## src/hdl/tccw_pkg.sv

```systemverilog
`timescale 1ns / 1ps
`default_nettype none
package tccw_pkg;

	localparam int COLUMNS = 80;
	localparam int ROWS = 25;
	localparam int CELL_COUNT = ROWS * COLUMNS;
	localparam int COPY_COUNT = COLUMNS * (ROWS - 1);
	localparam int LAST_ROW_POS = COLUMNS * (ROWS - 1);

	localparam int ADDR_W = $clog2(CELL_COUNT);
	localparam int CNT_W = $clog2(CELL_COUNT + 1);
	localparam int ROW_W = $clog2(ROWS);
	localparam int COL_W = $clog2(COLUMNS);
	localparam int CELL_W = 16;

	localparam logic [1:0] CMD_PUT = 2'd0;
	localparam logic [1:0] CMD_READ = 2'd1;
	localparam logic [1:0] CMD_CLEAR = 2'd2;
	localparam logic [1:0] CMD_NONE = 2'd3;

	localparam logic [7:0] NEWLINE_CODE = 8'd10;

	localparam logic REG_FG = 1'b0;
	localparam logic REG_BG = 1'b1;

	localparam logic [3:0] FG_RESET = 4'd7;
	localparam logic [3:0] BG_RESET = 4'd0;

	typedef struct packed {
		logic [1:0] cmd;
		logic [7:0] char_code;
		logic [10:0] cell_index;
	} tccw_cmd_t;

	typedef struct packed {
		logic [7:0] cell_char;
		logic [7:0] cell_attr;
		logic [10:0] cursor_cell;
		logic scrolled;
	} tccw_rsp_t;

	typedef struct packed {
		logic adv;
		logic nl;
		logic home;
	} tccw_cur_ctl_t;

	typedef struct packed {
		logic we;
		logic [ADDR_W-1:0] waddr;
		logic [CELL_W-1:0] wdata;
		logic re;
		logic [ADDR_W-1:0] raddr;
	} tccw_ram_req_t;

endpackage
`default_nettype wire

```

## src/hdl/tccw_cursor.sv

```systemverilog
`timescale 1ns / 1ps
`default_nettype none
module tccw_cursor
	import tccw_pkg::*;
(
	input wire logic clk,
	input wire logic arst_n,
	input wire tccw_cur_ctl_t ctl,
	output logic [ADDR_W-1:0] pos,
	output logic wrap
);

	logic [ROW_W-1:0] row_q;
	logic [COL_W-1:0] col_q;
	logic [ADDR_W-1:0] pos_q;
	logic last_row;
	logic last_col;

	assign last_row = (row_q == ROW_W'(ROWS - 1));
	assign last_col = (col_q == COL_W'(COLUMNS - 1));
	// moving past the last row of the screen
	assign wrap = (ctl.adv && last_col && last_row) || (ctl.nl && last_row);
	assign pos = pos_q;

	always_ff @(posedge clk or negedge arst_n) begin
		if (!arst_n) begin
			row_q <= '0;
			col_q <= '0;
			pos_q <= '0;
		end else if (ctl.home) begin
			row_q <= '0;
			col_q <= '0;
			pos_q <= '0;
		end else if (wrap) begin
			row_q <= ROW_W'(ROWS - 1);
			col_q <= '0;
			pos_q <= ADDR_W'(LAST_ROW_POS);
		end else if (ctl.nl) begin
			row_q <= row_q + 1'b1;
			col_q <= '0;
			pos_q <= pos_q + ADDR_W'(COLUMNS) - ADDR_W'(col_q);
		end else if (ctl.adv) begin
			pos_q <= pos_q + 1'b1;
			if (last_col) begin
				col_q <= '0;
				row_q <= row_q + 1'b1;
			end else begin
				col_q <= col_q + 1'b1;
			end
		end
	end

endmodule
`default_nettype wire

```

## config.mk

```make
export PLATFORM = sky130hd
export DESIGN_NAME = tccw_cursor
export DESIGN_NICKNAME = d
export VERILOG_FILES = /design/src/hdl/tccw_pkg.sv /design/src/hdl/tccw_cursor.sv
export SDC_FILE = /design/constraint.sdc
export NUM_CORES = 1
export LEC_CHECK = 0
export BUFFER_PORTS_ARGS = -buffer_cell sky130_fd_sc_hd__buf_2
export CAP_MARGIN = 20
export CORE_ASPECT_RATIO = 1.2
export CORE_MARGIN = 2
export CORE_UTILIZATION = 35
export CTS_BUF_LIST = sky130_fd_sc_hd__clkbuf_16
export DETAILED_ROUTE_END_ITERATION = 16
export PLACE_DENSITY = 0.64
export RECOVER_POWER = 50
export SETUP_SLACK_MARGIN = 0.02
export SYNTH_ARGS = -nofsm -noshare
export SYNTH_HDL_FRONTEND = slang
export SYNTH_SLANG_ARGS = --single-unit
```

## constraint.sdc

```tcl
create_clock -name clk -period 6.95 [get_ports clk]
set_input_delay 0.3475 -clock clk [delete_from_list [all_inputs] [get_ports clk]]
set_output_delay 0.3475 -clock clk [all_outputs]
set_load 0.005 [all_outputs]
```

==> metrics.txt <==
routability cong. 0.854; Req. time, crit path 7.10 ns; Die ar. 6310 µm²; most frequent cells in the layout nand2_1 (27), inv_1 (23), dfrtp_1 (23); final non-filler cell total 314; Post-Synth Simple-Gate Area 0.235; reg2reg path depth 10; Post-Route Setup TNS 0 ns; DRC viols 0; Comb pwr share 0.303; startpoint types flop; htree depth 1; Initial Util 0.358; Synth Instances 237; clock skew 0.00301 ns; Register Area 576 µm²; Tot Pwr 416 µW; Yosys warnings 0; Total GRT Usage 0.146; Synth Area in Compound Gates 0.170; Worst R2R Setup Slack 4.47 ns; Area Growth Syn to Fin 10.4%; HP Class in -> async; global route overflow 0; status completed; Pwr Density 189 nW/µm²; clk buf depth 2; number of global-route vias before repair 1536; Fill cells 583; port bufs 16; Synth Cell Area 1990 µm²; Post-Route WL 4180 µm; Hold-fix buffers, CTS 0; largest net degree at the start of global routing 32; # diodes 0; initial antenna violation count 0; Syn Area/Cell 8.39 µm²; P_leak 1.00 nW; CTS tree done; CTS clk-pin slew, worst paths 0.06 ns; Slew HR 0.122; Max-Cap Viols 0; commonest non-fill, non-tap cell in the layout nand2_1; Reg2Reg Launch Point pos[4]; nets@finish 279; Psw 137 µW; crit-path max FO 8; unrepaired setup endpoints after global routing false; antenna viol nets, final 0; Post-synth EDFFs 0; final hold viol count 0; register area share after synthesis 0.289; Adder-Cell Fraction of Synth Area 0.148; die width 72.8 µm; switching share of power 0.330; peak supply drop 0.0739 mV; Clk network pwr share 0.312; critical path endpoint pos[8]; TritonCTS buffer count 3; Worst Tran Pin Value 1.32 ns; layout cells sized above 1 0.112; post-synth cell types 46; Critical path origin pos[4]; Core Region 5560 µm²; clock root buffer master clkbuf_16; DP Cell Count 310; largest family of logic cells by synthesized area simple AND/OR/NAND/NOR gates; clock sink count 23; first-pass GRT wire length 7220 µm; Die Span Y 86.6 µm; multiplexer share of the synthesized area 0.0252; starting DRC count in detailed routing 83; r2r endpoint pos[8]; Setup-failing EPs final 0; post-DR vias/cell 5.27; Tcrit/Tclk final 0.356; vias 1655; total I/O pin count 17; Peak Freq 0.404 GHz; ys flop type dfrtp_1; Crit Path Class reg -> reg; Hold Slack 0.363 ns; Setup Fix Bufs, Post-CTS 0; clock period minus worst slack 2.48 ns; Synth Register Bits 23; Pre-Repair DR Iteration Count 4; asr flop ratio synth 1.00; Slew Limit Fails 0; Synth Area in XOR/XNOR 0.0730; Crit. End Element flop; post_cts resized 0; internal power 279 µW; Final Core Density 0.395; Syn Nets 265; routed len/inst 13.3 µm; multi-input logic area 1300 µm²; later-pin clock latency in the skew report 0.26 ns; Worst Path Arrival 2.63 ns; sequential fraction of design power 0.385; row cnt 30; hpwl dp 3110 µm
[kinds of logic (layout without fill, tap and decap cells)]
family	count (synthesis)	after routing
and+or+nand+nor	88	88
AOI/OAI and AO/OA	53	53
buffers and inverters	30	43
adders and majority gates	23	23
DFF	23	23
xor gates and xnor gates	15	15
muxes	5	5
[synthesized netlist by cell type, types with 2 or more instances]
cell type,count,area (µm²)
ha_1,22,275
o21ai_1,14,70.1
nor3_2,2,20.0
nor3_1,9,45.0
nand4_1,5,31.3
inv_1,23,86.3
xor2_1,5,43.8
and4b_1,2,20.0
nand2_1,27,101
nand2b_1,2,12.5
a21oi_1,12,60.1
and4_1,2,17.5
a211oi_1,2,15.0
mux2i_1,5,50.1
nor2b_1,3,18.8
xnor2_1,9,78.8
o21ai_0,10,50.1
dfrtp_1,23,576
buf_2,4,20.0
and2_1,2,12.5
nand3_1,9,45.0
nor2_1,17,63.8
clkbuf_1,3,11.3
a31oi_1,3,18.8
[worst max-delay path, stage by stage (launching register included)]
cell	delay [ns]
dfrtp_1	0.51
inv_1	0.09
ha_1	0.28
inv_1	0.04
ha_1	0.35
a21oi_1	0.17
o22ai_1	0.12
a31oi_1	0.28
xnor2_1	0.16
nor2_1	0.07
a2111oi_2	0.32
[power groups by stage]
stage,Combinational (mW),Clock (mW),Sequential (mW)
after global placement,0.126,0,0.162
after detailed placement,0.126,0,0.163
after floorplan,0.0984,0,0.158
after CTS,0.127,0.134,0.160
final,0.126,0.130,0.160
after global routing,0.146,0.139,0.162
[stage by stage]
step,area [µm²],setup slack (ns)
final,2200,4.47
after global routing,2200,4.27
after CTS,2200,4.46
after detailed placement,2120,4.49
after global placement,2120,4.53
after floorplan,1990,4.69
[layout make-up]
type | count | share of cell area
Tap cell | 64 | 0.0365
Multi-Input combinational cell | 184 | 0.590
Timing Repair Buffer | 16 | 0.0353
Inverter | 23 | 0.0393
Sequential cell | 23 | 0.262
Clock buffer | 3 | 0.0342
Clock inverter | 1 | 0.00228
[state kept, by name, summed over array words and instances, names as in the netlist]
register / cells
row_q: 5
pos: 11
col_q: 7
[per-layer routing]
metal	GRT usage	share of wire	routed length, µm
met1	0.187	0.47	1980
met4	0.0673	0.030	126
met2	0.240	0.47	1970
met3	0.0221	0.024	102
met5	0	0	0
[worst min-delay path by stage]
stage	start	end	slack, ns	cells after the start
after floorplan	arst_n	col_q[0]	0.05	0
after global placement	arst_n	pos[0]	0.37	1
after detailed placement	arst_n	pos[0]	0.37	1
after CTS	arst_n	pos[6]	0.09	1
after global routing	arst_n	pos[7]	0.49	1
final	arst_n	pos[1]	0.36	1
Power figures use the tool's default switching activity.
