`src/hdl/tccw_pkg.sv`:
```
`timescale 1ns / 1ps
`default_nettype none
package tccw_pkg;

	localparam int COLUMNS = 80;
	localparam int ROWS = 25;
	localparam int CELL_COUNT = ROWS * COLUMNS;
	localparam int COPY_COUNT = COLUMNS * (ROWS - 1);
	localparam int LAST_ROW_POS = COLUMNS * (ROWS - 1);

	localparam int ADDR_W = $clog2(CELL_COUNT);
	localparam int CNT_W = $clog2(CELL_COUNT + 1);
	localparam int ROW_W = $clog2(ROWS);
	localparam int COL_W = $clog2(COLUMNS);
	localparam int CELL_W = 16;

	localparam logic [1:0] CMD_PUT = 2'd0;
	localparam logic [1:0] CMD_READ = 2'd1;
	localparam logic [1:0] CMD_CLEAR = 2'd2;
	localparam logic [1:0] CMD_NONE = 2'd3;

	localparam logic [7:0] NEWLINE_CODE = 8'd10;

	localparam logic REG_FG = 1'b0;
	localparam logic REG_BG = 1'b1;

	localparam logic [3:0] FG_RESET = 4'd7;
	localparam logic [3:0] BG_RESET = 4'd0;

	typedef struct packed {
		logic [1:0] cmd;
		logic [7:0] char_code;
		logic [10:0] cell_index;
	} tccw_cmd_t;

	typedef struct packed {
		logic [7:0] cell_char;
		logic [7:0] cell_attr;
		logic [10:0] cursor_cell;
		logic scrolled;
	} tccw_rsp_t;

	typedef struct packed {
		logic adv;
		logic nl;
		logic home;
	} tccw_cur_ctl_t;

	typedef struct packed {
		logic we;
		logic [ADDR_W-1:0] waddr;
		logic [CELL_W-1:0] wdata;
		logic re;
		logic [ADDR_W-1:0] raddr;
	} tccw_ram_req_t;

endpackage
`default_nettype wire

```
`src/hdl/tccw_sweep.sv`:
```
`timescale 1ns / 1ps
`default_nettype none
module tccw_sweep
	import tccw_pkg::*;
(
	input wire logic clk,
	input wire logic arst_n,
	input wire logic start,
	input wire logic copy,
	input wire logic [CELL_W-1:0] rdata,
	output tccw_ram_req_t req,
	output logic busy,
	output logic done
);

	logic active_q;
	logic copy_q;
	logic [CNT_W-1:0] cnt_q;
	logic pend_s1;
	logic zero_s1;
	logic [ADDR_W-1:0] addr_s1;
	logic issuing;
	logic [CNT_W-1:0] src;

	assign issuing = active_q && (cnt_q < CNT_W'(CELL_COUNT));
	assign src = cnt_q + CNT_W'(COLUMNS);
	assign busy = active_q;
	// last write drains in the same cycle
	assign done = active_q && (cnt_q == CNT_W'(CELL_COUNT));

	always_comb begin
		req.re = issuing && copy_q && (cnt_q < CNT_W'(COPY_COUNT));
		req.raddr = src[ADDR_W-1:0];
		req.we = pend_s1;
		req.waddr = addr_s1;
		req.wdata = zero_s1 ? '0 : rdata;
	end

	always_ff @(posedge clk or negedge arst_n) begin
		if (!arst_n) begin
			// clearing pass over the whole store after reset
			active_q <= 1'b1;
			copy_q <= 1'b0;
			cnt_q <= '0;
			pend_s1 <= 1'b0;
		end else begin
			pend_s1 <= issuing;
			if (start) begin
				active_q <= 1'b1;
				copy_q <= copy;
				cnt_q <= '0;
			end else if (done) begin
				active_q <= 1'b0;
			end else if (issuing) begin
				cnt_q <= cnt_q + 1'b1;
			end
		end
	end

	always_ff @(posedge clk) begin
		if (issuing) begin
			addr_s1 <= cnt_q[ADDR_W-1:0];
			zero_s1 <= !copy_q || (cnt_q >= CNT_W'(COPY_COUNT));
		end
	end

endmodule
`default_nettype wire

```
`config.mk`:
```
export PLATFORM = sky130hd
export DESIGN_NAME = tccw_sweep
export DESIGN_NICKNAME = d
export VERILOG_FILES = /design/src/hdl/tccw_pkg.sv /design/src/hdl/tccw_sweep.sv
export SDC_FILE = /design/constraint.sdc
export NUM_CORES = 1
export LEC_CHECK = 0
export ABC_AREA = 1
export BUFFER_PORTS_ARGS = -buffer_cell sky130_fd_sc_hd__buf_2
export CORE_MARGIN = 2
export CORE_UTILIZATION = 40
export DETAILED_ROUTE_END_ITERATION = 10
export PLACE_DENSITY = 0.68
export SLEW_MARGIN = 20
export SYNTH_ARGS = -nofsm -noshare
export SYNTH_HDL_FRONTEND = slang
export SYNTH_SLANG_ARGS = --single-unit
```
`constraint.sdc`:
```
create_clock -name clk -period 2 [get_ports clk]
set_input_delay 0.5 -clock clk [delete_from_list [all_inputs] [get_ports clk]]
set_output_delay 0.5 -clock clk [all_outputs]
set_load 0.05 [all_outputs]
```
==> summary.txt <==
Status
  – Status: completed

Critical path
  – Crit-path max FO: 5
  – FF-to-FF path depth: 11
  – Crit-path cells: inv_4, ha_1, nand2_1, nor2_1, nand3_2, nor2_2, buf_6
  – WP depth: 7
  – Startpoint Class: flip-flop
  – Data required time of the critical path: 1500 ps
  – Worst Setup Path Type: reg -> out
  – Cell family with the largest share of critical-path delay: flip-flops
  – CP arrival: 1490 ps
  – CP bufs+invs: 2
  – Max stage delay on crit path: 470 ps
  – CP endpoint kind: output pin
  – CP max-delay cell: dfrtp_2

Floorplan
  – Std cell rows: 22
  – Die area: 4250 µm²
  – I/O pins: 62
  – Initial Util: 41.2%
  – Height of the die: 65.2 µm
  – Placeable Area: 3630 µm²
  – Die W: 65.2 µm

Synth
  – Ys async rst share: 53.8%
  – Top cell type's share of synthesized area: 24.1%
  – Post-Syn Area per Cell: 7.88 µm²
  – #FFs+latches synth: 26
  – Leading area contributor after synthesis: edfxtp_1
  – Post-synthesis sequential area ratio: 47.6%
  – Distinct cells, synth: 23
  – Post-Syn Area: 1500 µm²
  – Post-Syn Nets: 215
  – Leading post-synthesis cells by cell area: edfxtp_1, dfrtp_1, nand2_1
  – Post-synth EDFFs: 12
  – Count leader, synth: nand2_1
  – Yosys warnings: 0
  – Top_reg_cell synth: dfrtp_1
  – Cells after Synth: 190
  – Synth top cells by count: nand2_1, nor2_1, inv_1

Clock tree
  – Hold buffers post-CTS: 0
  – CTS buffer count: 3
  – Htree depth: 1
  – Clock Tree Buf Depth: 2
  – CTS root buf: clkbuf_8
  – Worst-Skew Late Latency: 280 ps
  – Clock slew at reported path FFs: 90 ps
  – Sink Count: 26
  – CTS tree: yes

Drt
  – Via count: 1383
  – Drt pass-1 iters: 5
  – Routed Antenna Nets: 0
  – DRC: 0
  – WL per Instance: 11.3 µm
  – DRT Wirelength: 3450 µm
  – Vias per cell: 4.53
  – DRT iter0 DRCs: 55

Global route
  – First-pass GRT wire length: 5330 µm
  – GR Util All Layers: 16.5%
  – Initial antenna violation count: 0
  – Remaining Overflow, GRT: 0
  – Vias in the first global route: 1213
  – Largest net degree at the start of global routing: 19

Placed design
  – Gp weighted congestion: 0.863
  – Post-DP HPWL: 2580 µm
  – Inst Count DP: 297
  – Number of buffers added on ports: 61

Pwr
  – Overall Power: 0.00113 W
  – VDD IR-drop max: 341 µV
  – Lkg Pwr: 1.14 nW
  – Power Density: 554 nW/µm²

Timing
  – Worst clock skew: 2.56 ps
  – Minimum clock period: 1990 ps
  – Fin. max-slew vios: 0
  – Setup violators final: 0
  – Final period utilization: 99.7%
  – Unrepaired setup endpoints after global routing: yes
  – Worst slew margin: 64.8%
  – Worst-Margin Slew: 527 ps
  – Final hold viol count: 0
  – Setup TNS: 0 ps
  – F_max: 0.502 GHz

Layout
  – Number of fillers in the final layout: 336
  – Area Overhead vs Synth: 36.1%
  – Non-Filler Instances: 305
  – Layout cell share with drive strength beyond 1: 40.1%
  – # diodes: 0
  – Final net count: 283

Worst hold path
  – Hold Path Class: in -> async

Run
  – Max-Cap Viols: 0
[cells in the final DEF, fill, tap and decap left out]
master	count
xnor2_1	1
inv_4	1
nor2_4	3
o21ai_0	1
o21ai_1	1
ha_4	1
nor2_1	33
edfxtp_1	12
nor2_2	1
xor2_2	4
ha_1	4
nand3_2	2
buf_2	56
buf_4	14
dfrtp_1	7
nand3_1	22
dfstp_2	1
buf_6	3
xor2_1	2
inv_1	26
clkbuf_8	3
nand2_2	2
a21oi_1	2
nor3_1	2
inv_2	4
clkbuf_1	1
o31ai_2	1
nand2_1	40
o21ai_2	1
dfrtp_2	6
[power breakdown]
group	internal, W	switching, W
registers	0.000571	0.0000118
logic	0.0000590	0.000177
clock network	0.000143	0.000167
[worst reg2reg max path: stages (launching register included)]
cell and delay (ps):
dfrtp_2 470, inv_4 90, ha_1 140, nand2_1 50
nor2_1 100, nand3_2 90, buf_4 150, nand3_2 170
buf_4 180, nor2_1 40, nand2_1 50, nand2_1 40
[sequential cells by signal, summed over array words and instances, names as in the netlist]
| signal | cells |
|---|---|
| busy | 1 |
| zero_s1 | 1 |
| cnt_q | 11 |
| copy_q | 1 |
| pend_s1 | 1 |
| addr_s1 | 11 |
[area by class of cell]
cell class	count	area (µm²)	area share (%)
Sequential cell	26	719	35.3
Multi-Input combinational cell	123	674	33.1
Timing Repair Buffer	73	419	20.6
Inverter	31	119	5.84
Tap cell	48	60.1	2.95
Clock buffer	4	45.0	2.21
[layer usage]
| metal | part of all wire, % | GRT usage [%] | wire, µm | up-vias |
|---|---|---|---|---|
| met3 | 8.5 | 2.74 | 293 | 5 |
| li1 | - | - | - | 711 |
| met5 | 0 | 0 | 0 | - |
| met1 | 43 | 20.4 | 1490 | 610 |
| met2 | 47 | 28.4 | 1610 | 57 |
| met4 | 1.5 | 7.03 | 53 | 0 |
[through the flow]
step / util, % / area (µm²) / hold WS (ps) / setup slack (ps)
floorplan: - / 1530 / 204 / -157
global placement: 52.0 / 1890 / 425 / 123
detailed placement: 52.0 / 1890 / 428 / 118
CTS: 55.0 / 2000 / 124 / -43.1
global route: 56.1 / 2040 / 135 / -74.4
finish: 56.1 / 2040 / 111 / 6.28
[repair_timing]
item                                    CTS  global route
resized for setup                        17             9
endpoints found under the setup margin    6             7
setup buffers                             3             1
endpoints found under the hold margin     0             0
pin swaps                                 2             1
[kinds of logic after synthesis]
group	after synthesis	share of synthesized area, %
AO/OA/AOI/OAI	6	2.17
XOR/XNOR	7	4.10
adder cells (fa/ha/maj)	5	4.18
buffers and inverters	41	12.1
flip-flops	26	47.6
AND/OR/NAND/NOR	105	29.9
[worst paths after layout]
kind | from | end | slack (ps)
max reg2reg | cnt_q[5]$_DFFE_PN0P_ | cnt_q[7]$_DFFE_PN0P_ | 320
min reg2reg | cnt_q[10]$_DFFE_PN0P_ | addr_s1[10]$_DFFE_PP_ | 490
min in group clk | copy | copy_q$_DFFE_PN0P_ | 420
max | cnt_q[5]$_DFFE_PN0P_ | done | 6
max in group asynchronous | arst_n | busy$_DFFE_PN1P_ | 1590
min | arst_n | cnt_q[2]$_DFFE_PN0P_ | 110
No activity file was read; power rests on OpenSTA's default activity.
